==> src/qrr_div.sv <==
// Pipelined restoring unsigned divider, one quotient bit per stage.
// Carries an opaque side vector alongside; no package dependencies.
module qrr_div #(
   parameter int NUM_BITS  = 40,
   parameter int DEN_BITS  = 18,
   parameter int SIDE_BITS = 1
) (
   input  logic                 clock,
   input  logic                 reset,
   input  logic                 in_vld,
   input  logic [NUM_BITS-1:0]  in_num,
   input  logic [DEN_BITS-1:0]  in_den,
   input  logic [SIDE_BITS-1:0] in_side,
   output logic                 out_vld,
   output logic [NUM_BITS-1:0]  out_quo,
   output logic [SIDE_BITS-1:0] out_side
);

   logic                 vld_ff  [NUM_BITS];
   logic [NUM_BITS-1:0]  num_ff  [NUM_BITS];
   logic [DEN_BITS-1:0]  den_ff  [NUM_BITS];
   logic [DEN_BITS-1:0]  rem_ff  [NUM_BITS];
   logic [NUM_BITS-1:0]  quo_ff  [NUM_BITS];
   logic [SIDE_BITS-1:0] side_ff [NUM_BITS];

   for (genvar k = 0; k < NUM_BITS; k++) begin : g_stage
      logic                 vld_prev;
      logic [NUM_BITS-1:0]  num_prev, quo_prev, quo_in;
      logic [DEN_BITS-1:0]  den_prev, rem_prev, rem_in;
      logic [DEN_BITS:0]    shift_val;
      logic [SIDE_BITS-1:0] side_prev;

      if (k == 0) begin : g_first
         assign vld_prev  = in_vld;
         assign num_prev  = in_num;
         assign den_prev  = in_den;
         assign rem_prev  = '0;
         assign quo_prev  = '0;
         assign side_prev = in_side;
      end else begin : g_next
         assign vld_prev  = vld_ff[k-1];
         assign num_prev  = num_ff[k-1];
         assign den_prev  = den_ff[k-1];
         assign rem_prev  = rem_ff[k-1];
         assign quo_prev  = quo_ff[k-1];
         assign side_prev = side_ff[k-1];
      end

      // Shift in the next dividend bit and subtract if it fits
      always_comb begin
         shift_val = {rem_prev, num_prev[NUM_BITS-1-k]};
         if (shift_val >= {1'b0, den_prev}) begin
            rem_in = DEN_BITS'(shift_val - {1'b0, den_prev});
            quo_in = {quo_prev[NUM_BITS-2:0], 1'b1};
         end else begin
            rem_in = DEN_BITS'(shift_val);
            quo_in = {quo_prev[NUM_BITS-2:0], 1'b0};
         end
      end

      always_ff @(posedge clock) begin
         if (reset) begin
            vld_ff[k] <= 1'b0;
         end else begin
            vld_ff[k] <= vld_prev;
         end
         num_ff[k]  <= num_prev;
         den_ff[k]  <= den_prev;
         rem_ff[k]  <= rem_in;
         quo_ff[k]  <= quo_in;
         side_ff[k] <= side_prev;
      end
   end

   assign out_vld  = vld_ff[NUM_BITS-1];
   assign out_quo  = quo_ff[NUM_BITS-1];
   assign out_side = side_ff[NUM_BITS-1];

endmodule

==> config.mk <==
export PLATFORM = sky130hd
export DESIGN_NAME = qrr_div
export DESIGN_NICKNAME = d
export VERILOG_FILES = /design/src/qrr_div.sv
export SDC_FILE = /design/constraint.sdc
export NUM_CORES = 2
export LEC_CHECK = 0
export BUFFER_PORTS_ARGS = -buffer_cell sky130_fd_sc_hd__buf_2
export CAP_MARGIN = 0
export CORE_ASPECT_RATIO = 0.6
export CORE_MARGIN = 2
export CORE_UTILIZATION = 36
export CTS_BUF_LIST = sky130_fd_sc_hd__clkbuf_4 sky130_fd_sc_hd__clkbuf_8
export CTS_CLUSTER_DIAMETER = 200
export DETAILED_ROUTE_END_ITERATION = 6
export SLEW_MARGIN = 20
export SYNTH_ARGS = -nofsm -noshare
export SYNTH_HDL_FRONTEND = slang
export SYNTH_MEMORY_MAX_BITS = 65536
export SYNTH_SLANG_ARGS = --single-unit
export TNS_END_PERCENT = 100
==> constraint.sdc <==
create_clock -name clock -period 3.7 [get_ports clock]
set_clock_uncertainty 0.15 [all_clocks]
set_input_delay 0.74 -clock clock [delete_from_list [all_inputs] [get_ports clock]]
set_output_delay 0.74 -clock clock [all_outputs]
set_load 0.05 [all_outputs]
==> metrics.cfg <==
[floorplan]
die_height_um = 420.2
start_util_pct = 36.26
ios = 104
dieWidth_um = 697.6
fp.coreArea_um2 = 286600
fp.dieArea_um2 = 293100
num_rows = 152

[timing]
setup_tns_ns = 0
slew_viol_final = 0
fin_crit_sh_pct = 95.22
whs_ns = 0.1231
rsz0062_at_grt = no
fmax_mhz = 283.8
worst-slew-pin-transition_ns = 0.9539
final_hold_viol_count = 0
relSlewSlack_pct = 35.86
min_period_ns = 3.523
finalSetupViolations = 0

[drt]
avgRoutedWirePerCell_um = 14.75
drc_errors = 1
vias_per_cell = 4.630
detail-route-antenna-nets = 0
drtIter0Drc = 4406
routed-via-count = 64650
routed_wl_um = 205900
dr.pass1.iters = 7

[setup_path]
worstPathRequired_ns = 4.41
crit_type = reg2reg
r2r-start = den_ff[0][37]$_DFF_P_
cp.arrival_ns = 4.24
endpoint_kind = flip-flop
cp-start-kind = flip-flop
startpoint = den_ff[0][37]$_DFF_P_
crit_fanout = 19

[layout]
final_cells = 13960
fin_util_pct = 42.03
fillers = 26940
multi_input_area_um2 = 38470
nets = 10550
regArea_um2 = 61740
area_growth_pct = 15.93
drive_above_1_share_pct = 14.81

[pwr]
totalPowerFinal_w = 0.1060
power_per_cell_area_nw_per_um2 = 880.0
cellLeakagePower_nw = 54.31
vdd_drop_max_uv = 328.3

[synthesis]
yosysSeqAreaShare_pct = 59.41
netlist_instances = 9154
synth_edf_count = 0
synth_seq_cells = 3084
synth.distinct_cells = 87
synthesis.nets = 9958
synth_top_area_share_pct = 59.41
ys.flop_type = dfxtp_1
netlist.top_cell.by_area = dfxtp_1
syn_area_um2 = 103900
async_flop_share_pct = 0
syn_area_per_cell_um2 = 11.35
yosysWarnings = 0
synthTopCellsByArea = dfxtp_1 59%, ha_1 8.5%, mux2_2 4.1%

[hold_path]
min_from = quo_ff[3][187]$_DFF_P_
hold_path_class = reg2reg

[cts]
cts_buffers = 443
cts_tree = yes
clkSinkCount = 3084
clk_pin_slew_worst_paths_ns = 0.06
clk_latency_ns = 1.00
root_buffer = clkbuf_8
htreeDepth = 5
cts.path.max_buffers = 4

[placement]
dp_hpwl_um = 149900
io_buffers = 103
dpl.cell_count = 13090
gp_congestion = 0.8773

[global_route]
overflow = 0
grt_pass1_vias = 63670
antenna_found_initial = 12
grt_pass1_wl_um = 333900
grt_start_max_net_pins = 41
grtUsageTotal_pct = 13.77

[job]
drv_cap = 0

[run_status]
status = complete, but fails checks
violations = design-rule violations

==> state kept, by name, summed over array words and instances (netlist names) <==
register and flops:
quo_ff 820, rem_ff 702, side_ff 40, num_ff 780, vld_ff 40, den_ff 702
==> final cells by class <==
class                      count  area share, %
sequential                  3084          51.25
timing repair buffer         275          1.829
tap                         3850          3.999
clock inverter               131          1.126
antenna                        3       0.006232
multi-input combinational   5072          31.94
inverter                     867          2.701
clock buffer                 681          7.152
==> what timing repair did <==
action,in CTS,in global routing
setup endpoints to repair,0,39
hold buffers,62,0
buffers inserted,0,0
hold endpoints to repair,106,0
resized for setup,0,10
==> Yosys cell counts (all sizes together), types with 18 or more instances <==
library cell,n
a2111oi,19
a211o,27
a211oi,80
a21boi,26
a21o,275
a21oi,651
a221oi,18
a311oi,20
a31oi,33
and2,20
and3,52
buf,34
clkbuf,97
dfxtp,3084
fa,38
ha,704
inv,867
mux2,406
mux2i,33
nand2,315
nand2b,63
nand3,139
nand4,76
nor2,496
nor2b,122
nor3,58
nor4,20
o2111ai,31
o211ai,40
o21a,99
o21ai,397
o21bai,31
o31a,30
o31ai,24
o41ai,20
or3,22
xnor2,321
xor2,218
==> logic make-up (layout without fill, tap and decap cells) <==
logic type / Yosys count / after routing / synth area share [%]
xor gates and xnor gates: 539 / 539 / 4.543
muxes: 439 / 439 / 4.797
and+or+nand+nor: 1432 / 1432 / 6.508
DFF: 3084 / 3084 / 59.41
other: 0 / 3 / 0
adders and majority gates: 742 / 742 / 9.208
buffers and inverters: 998 / 1954 / 3.690
AOI/OAI and AO/OA: 1920 / 1920 / 11.84
==> power by group <==
part           internal, W  leakage [nW]  switching [W]
Combinational       0.0156          23.2         0.0185
Sequential          0.0396          25.8        0.00305
Clock               0.0165          5.31         0.0127
==> placed cells by master, fill, tap and decap left out, types with 63 or more instances in the layout <==
cell      synthesis  layout
a211oi_1         75      74
nor2b_1         122     122
nand3_1         139     139
nor2_1          496     496
xnor2_1         321     321
ha_1            704     704
buf_2            13     103
clkbuf_4          0     121
a21o_1          275     274
inv_1           867     867
dfxtp_1        3084    3084
buf_4             1      90
nand2_1         315     315
nand4_1          76      76
a21oi_1         650     647
nand2b_1         63      63
clkinv_2          0      81
xor2_1          218     218
clkbuf_8          0     560
o21ai_0         392     390
o21a_1           99      99
mux2_2          376     376
==> worst max-delay path: stages (launching register included) <==
cell and delay (ns):
dfxtp_1 0.32, inv_1 0.07, ha_1 0.29, nor2b_1 0.15, o31a_1 0.28, o41ai_1 0.42
buf_4 0.20, o211ai_1 0.21, nor4_1 0.53, o31ai_4 0.24, buf_6 0.23, mux2_2 0.29
==> final timing paths <==
path         cells after the start  slack [ns]                endpoint
min                              0        0.12  quo_ff[3][228]$_DFF_P_
min reg2reg                      0        0.12  quo_ff[3][228]$_DFF_P_
max                             11        0.18   rem_ff[0][55]$_DFF_P_
max reg2reg                     11        0.18   rem_ff[0][55]$_DFF_P_
==> metal layers <==
metal	wire [um]	vias up	part of all wire, %	track usage [%]
met2	75560	1692	37	18.08
met5	23	-	0.011	0
met1	110700	30050	54	21.49
li1	-	32550	-	-
met3	15260	351	7.4	3.554
met4	4410	4	2.1	4.044
==> stage by stage <==
| step | instance area, um2 | setup WS (ns) |
|---|---|---|
| after CTS | 120400 | 0.05476 |
| final | 120500 | 0.1768 |
| after global routing | 120500 | 0.001014 |
| after global placement | 109800 | -0.07005 |
| after floorplan | 103900 | 0.3969 |
| after detailed placement | 109800 | 0.08401 |
(Power assumes the default switching activity.)
