File: src/qrr_pkg.sv
// Shared constants and types for the quadratic real-root solver.
// No dependencies; qrr_disc, the solver top and the testbench refer to it by scoped names.
package qrr_pkg;

   // Default coefficient width and fraction bits of the roots
   localparam int COEF_BITS  = 16;
   localparam int FRAC_BITS  = 16;

   // Fixed widths of the result fields
   localparam int DISC_WIDTH = 34;
   localparam int ROOT_WIDTH = 33;

   // Root classification reported with every result
   typedef enum logic [1:0] {
      ST_TWO_ROOTS = 2'd0,
      ST_REPEATED  = 2'd1,
      ST_NO_REAL   = 2'd2,
      ST_A_ZERO    = 2'd3
   } status_type;

endpackage

File: src/qrr_disc.sv
// Discriminant stages: two registered steps (products, then b*b - 4ac and status).
// Depends on qrr_pkg for the status codes.
module qrr_disc #(
   parameter int COEF_BITS = qrr_pkg::COEF_BITS
) (
   input  logic                          clock,
   input  logic                          reset,
   input  logic                          in_vld,
   input  logic signed [COEF_BITS-1:0]   in_a,
   input  logic signed [COEF_BITS-1:0]   in_b,
   input  logic signed [COEF_BITS-1:0]   in_c,
   output logic                          out_vld,
   output logic signed [COEF_BITS-1:0]   out_a,
   output logic signed [COEF_BITS-1:0]   out_b,
   output logic signed [2*COEF_BITS+1:0] out_disc,
   output qrr_pkg::status_type           out_status
);

   localparam int PW = 2 * COEF_BITS;
   localparam int DW = 2 * COEF_BITS + 2;

   logic                        p_vld_ff;
   logic signed [COEF_BITS-1:0] p_a_ff, p_b_ff;
   logic signed [PW-1:0]        p_bb_ff, p_ac_ff;
   logic signed [PW-1:0]        bb_in, ac_in;

   logic                        d_vld_ff;
   logic signed [COEF_BITS-1:0] d_a_ff, d_b_ff;
   logic signed [DW-1:0]        d_disc_ff, disc_in;
   qrr_pkg::status_type         d_status_ff, status_in;

   // Form the two products
   always_comb begin
      bb_in = in_b * in_b;
      ac_in = in_a * in_c;
   end

   always_ff @(posedge clock) begin
      if (reset) begin
         p_vld_ff <= 1'b0;
      end else begin
         p_vld_ff <= in_vld;
      end
      p_a_ff  <= in_a;
      p_b_ff  <= in_b;
      p_bb_ff <= bb_in;
      p_ac_ff <= ac_in;
   end

   // Combine the products and classify the roots
   always_comb begin
      disc_in = DW'(p_bb_ff) - (DW'(p_ac_ff) <<< 2);
      if (p_a_ff == '0) begin
         status_in = qrr_pkg::ST_A_ZERO;
      end else if (disc_in < 0) begin
         status_in = qrr_pkg::ST_NO_REAL;
      end else if (disc_in == '0) begin
         status_in = qrr_pkg::ST_REPEATED;
      end else begin
         status_in = qrr_pkg::ST_TWO_ROOTS;
      end
   end

   always_ff @(posedge clock) begin
      if (reset) begin
         d_vld_ff <= 1'b0;
      end else begin
         d_vld_ff <= p_vld_ff;
      end
      d_a_ff      <= p_a_ff;
      d_b_ff      <= p_b_ff;
      d_disc_ff   <= disc_in;
      d_status_ff <= status_in;
   end

   assign out_vld    = d_vld_ff;
   assign out_a      = d_a_ff;
   assign out_b      = d_b_ff;
   assign out_disc   = d_disc_ff;
   assign out_status = d_status_ff;

endmodule

File: config.mk
export PLATFORM = sky130hd
export DESIGN_NAME = qrr_disc
export DESIGN_NICKNAME = d
export VERILOG_FILES = /design/src/qrr_pkg.sv /design/src/qrr_disc.sv
export SDC_FILE = /design/constraint.sdc
export NUM_CORES = 2
export LEC_CHECK = 0
export ABC_CLOCK_PERIOD_IN_PS = 11100
export BUFFER_PORTS_ARGS = -buffer_cell sky130_fd_sc_hd__buf_2
export CAP_MARGIN = 5
export CORE_MARGIN = 2
export CORE_UTILIZATION = 60
export CTS_CLUSTER_SIZE = 10
export DETAILED_ROUTE_END_ITERATION = 8
export HOLD_SLACK_MARGIN = 0.05
export PLACE_DENSITY = 0.78
export SLEW_MARGIN = 10
export SYNTH_ARGS = -nofsm -noshare
export SYNTH_HDL_FRONTEND = slang
export SYNTH_SLANG_ARGS = --single-unit
File: constraint.sdc
create_clock -name clock -period 11.1 [get_ports clock]
set_input_delay 0.555 -clock clock [delete_from_list [all_inputs] [get_ports clock]]
set_output_delay 0.555 -clock clock [all_outputs]
set_load 0.02 [all_outputs]
==> summary.txt <==
Worst setup path
  – CP Data Required Time: 11.49 ns
  – CP Launch Type: input port
  – Crit. Startpoint: in_b[3]
  – Crit path DAT: 7.07 ns
  – R2R depth: 13
  – R2R setup slack: 7.04 ns
  – Critical Path End Type: flop
  – Critical R2R Launch: p_bb_ff[2]
  – Worst Setup EP: p_bb_ff[30]
  – Crit path max fanout: 15
  – R2R Path End: out_status[0]
  – Setup CP Type: input port to flop

Synth
  – Cell variety after synth: 69
  – Asr flop ratio synth: 0%
  – Post-synth EDFFs: 0
  – Area share of the largest cell type after synthesis: 41.6%
  – Cell with the most instances after synthesis: inv_1
  – Mean area per synthesized cell: 9.47 sq um
  – Ys Warns: 0
  – Synth Flop Type: dfxtp_1
  – Post-synth top cells: inv_1 (660), fa_1 (497), nand2_1 (218), ha_1 (198), and2_1 (170)
  – Leading area contributor after synthesis: fa_1
  – Synth Net Count: 3273
  – Synth area leaders: fa_1 (42%), dfxtp_1 (14%), ha_1 (10%)
  – Sequential fraction of the synthesis area: 13.6%
  – Synth Cell Area: 23900 sq um
  – Syn Inst Count: 2527
  – Seq cells post-synth: 162

Global route
  – Largest net degree at the start of global routing: 23
  – Initial antenna violation count: 0
  – Vias in the first global route: 18.4k
  – First-pass GRT wire length: 88000 um
  – GRT Total Usage: 27.0%
  – Grt ovf: 0

Die
  – I/O pin count: 120
  – Horiz. Die Dim: 204 um
  – Core region area: 39500 sq um
  – Starting density of the core: 60.5%
  – Die Area: 41500 sq um
  – Placement row count: 73
  – DIE HEIGHT: 204 um

CTS
  – Worst skew pair latency: 0.46 ns
  – CTS max path bufs: 2
  – Post-CTS setup buffers: 0
  – Post-CTS Hold Buffers: 0
  – CTS Buf Count: 17
  – Gates resized, CTS repair: 0
  – CTS tree: built
  – Clock transition at the registers of the reported paths: 0.07 ns
  – Clk sink count: 162
  – Clk root buf: clkbuf_16
  – Htree depth: 4

STA
  – Total Neg Setup Slack: 0 ns
  – Unrepaired setup endpoints after global routing: false
  – Post-layout minimum cycle time: 6.67 ns
  – Max Clock Freq: 150 MHz
  – Skew final: 0.00993 ns
  – Worst slew pin tran: 0.722 ns
  – Slew Viols, Final: 0
  – Period utilization: 60.1%
  – Final hold vios: 0
  – Max-slew headroom: 50.6%
  – Setup violators final: 0

Layout
  – N_diodes: 0
  – Sequential cell area: 3240 sq um
  – Area Overhead vs Synth: 6.85%
  – Multi-input logic area: 18000 sq um
  – NumNets Final: 3346
  – Fillers: 3203
  – Share of layout cells above drive strength 1: 6.36%

Routing
  – Via count: 16.8k
  – Vias per Instance: 5.35
  – DRT Wirelength: 51500 um
  – Drt wl/cell: 16.4 um
  – Final antenna-violating net count: 0
  – Number of remaining DRC errors: 0
  – DRT Pass-1 Iters: 6
  – Initial detailed-routing violation count: 917

Placement
  – Final HPWL DP: 43300 um
  – Global placement routability congestion: 0.913
  – PortBufs: 118

Flow run
  – Max-cap check violation count: 0

Run status
  – Outcome: completed

Worst hold path
  – Worst Hold Class: input port to flop
## registers in the layout (all words and copies together), names as in the netlist, 2 cells and up
| name | count |
|---|---|
| out_b | 15 |
| out_disc | 33 |
| p_a_ff | 16 |
| p_ac_ff | 32 |
| out_a | 16 |
| p_bb_ff | 31 |
| p_b_ff | 15 |
| out_status | 2 |
## per-stage QoR
step                      instance area (sq um)  worst slack, ns  instances  util, %  hold WS (ns)
final                                     25600             4.43       3137     64.6         0.266
after global routing                      25600             4.03       3137     64.6         0.248
after CTS                                 25600             4.50       3137     64.6         0.241
after detailed placement                  24900             4.04       3106     63.0         0.312
after global placement                    24900             4.16       3106     63.0         0.310
after floorplan                           23900             4.70       2527        -         0.310
## critical path, stage by stage
cell and delay (ns):
buf_2 0.29, inv_1 0.27, nor2_1 0.24, ha_1 0.28, xor2_1 0.18, fa_1 0.50
fa_1 0.51, inv_1 0.05, fa_1 0.49, fa_1 0.50, inv_1 0.05, fa_1 0.47
inv_1 0.04, ha_1 0.33, a211o_1 0.32, or3_1 0.31, o21ai_0 0.36, o221ai_1 0.39
a311oi_1 0.46, o31ai_1 0.14, a21oi_1 0.19, xnor2_1 0.13
## final cells by class
| class | instances | share of cell area [%] |
|---|---|---|
| Clock inverter | 14 | 0.842 |
| Clock buffer | 17 | 1.66 |
| Tap cell | 525 | 2.57 |
| Multi-Input combinational cell | 1641 | 70.2 |
| Inverter | 660 | 9.69 |
| Sequential cell | 162 | 12.7 |
| Timing Repair Buffer | 118 | 2.31 |
## routing by layer
metal / track usage [%] / part of all wire (%)
met5: 0 / 0
met2: 46.8 / 51
met4: 9.28 / 2.8
met3: 3.21 / 4.9
met1: 35.2 / 41
## worst min-delay path by stage
stage | depth (start not counted) | endpoint | start | slack [ns]
5_1_grt | 2 | out_vld | reset | 0.25
3_5_place_dp | 0 | out_b[14] | p_b_ff[14] | 0.31
2_1_floorplan | 0 | out_b[10] | p_b_ff[10] | 0.31
4_1_cts | 2 | out_vld | reset | 0.24
6_report | 2 | out_vld | reset | 0.27
3_3_place_gp | 0 | out_b[2] | p_b_ff[2] | 0.31
## layout by cell type (no fill, tap or decap), types with 11 or more instances in the layout
| master | netlist | routed |
|---|---|---|
| o21ai_0 | 37 | 37 |
| clkbuf_16 | 0 | 17 |
| o21bai_1 | 11 | 11 |
| dfxtp_1 | 162 | 162 |
| xnor2_1 | 78 | 78 |
| a21o_1 | 44 | 44 |
| and3_1 | 12 | 12 |
| xor2_1 | 20 | 20 |
| nor3_1 | 17 | 17 |
| nor2_1 | 86 | 86 |
| and2_1 | 170 | 170 |
| nand3_1 | 20 | 20 |
| nand2b_1 | 17 | 17 |
| or3_1 | 11 | 11 |
| a21oi_1 | 60 | 60 |
| nand2_1 | 218 | 218 |
| ha_1 | 198 | 198 |
| fa_1 | 497 | 497 |
| o21a_1 | 15 | 15 |
| buf_2 | 1 | 118 |
| inv_1 | 660 | 660 |
| nor2b_1 | 14 | 14 |
## cell families after synthesis
family / Yosys count / synth area share (%)
other cells: 1 / 0.0157
fa+ha+maj: 695 / 51.9
buf+inv: 724 / 11.4
xor+xnor: 98 / 3.59
mux: 1 / 0.0418
flops: 162 / 13.6
simple gates: 602 / 12.5
compound gates: 244 / 6.95
Power is not shown: default switching activity piles up to over one toggle a cycle in this logic, so the estimate is an artifact.
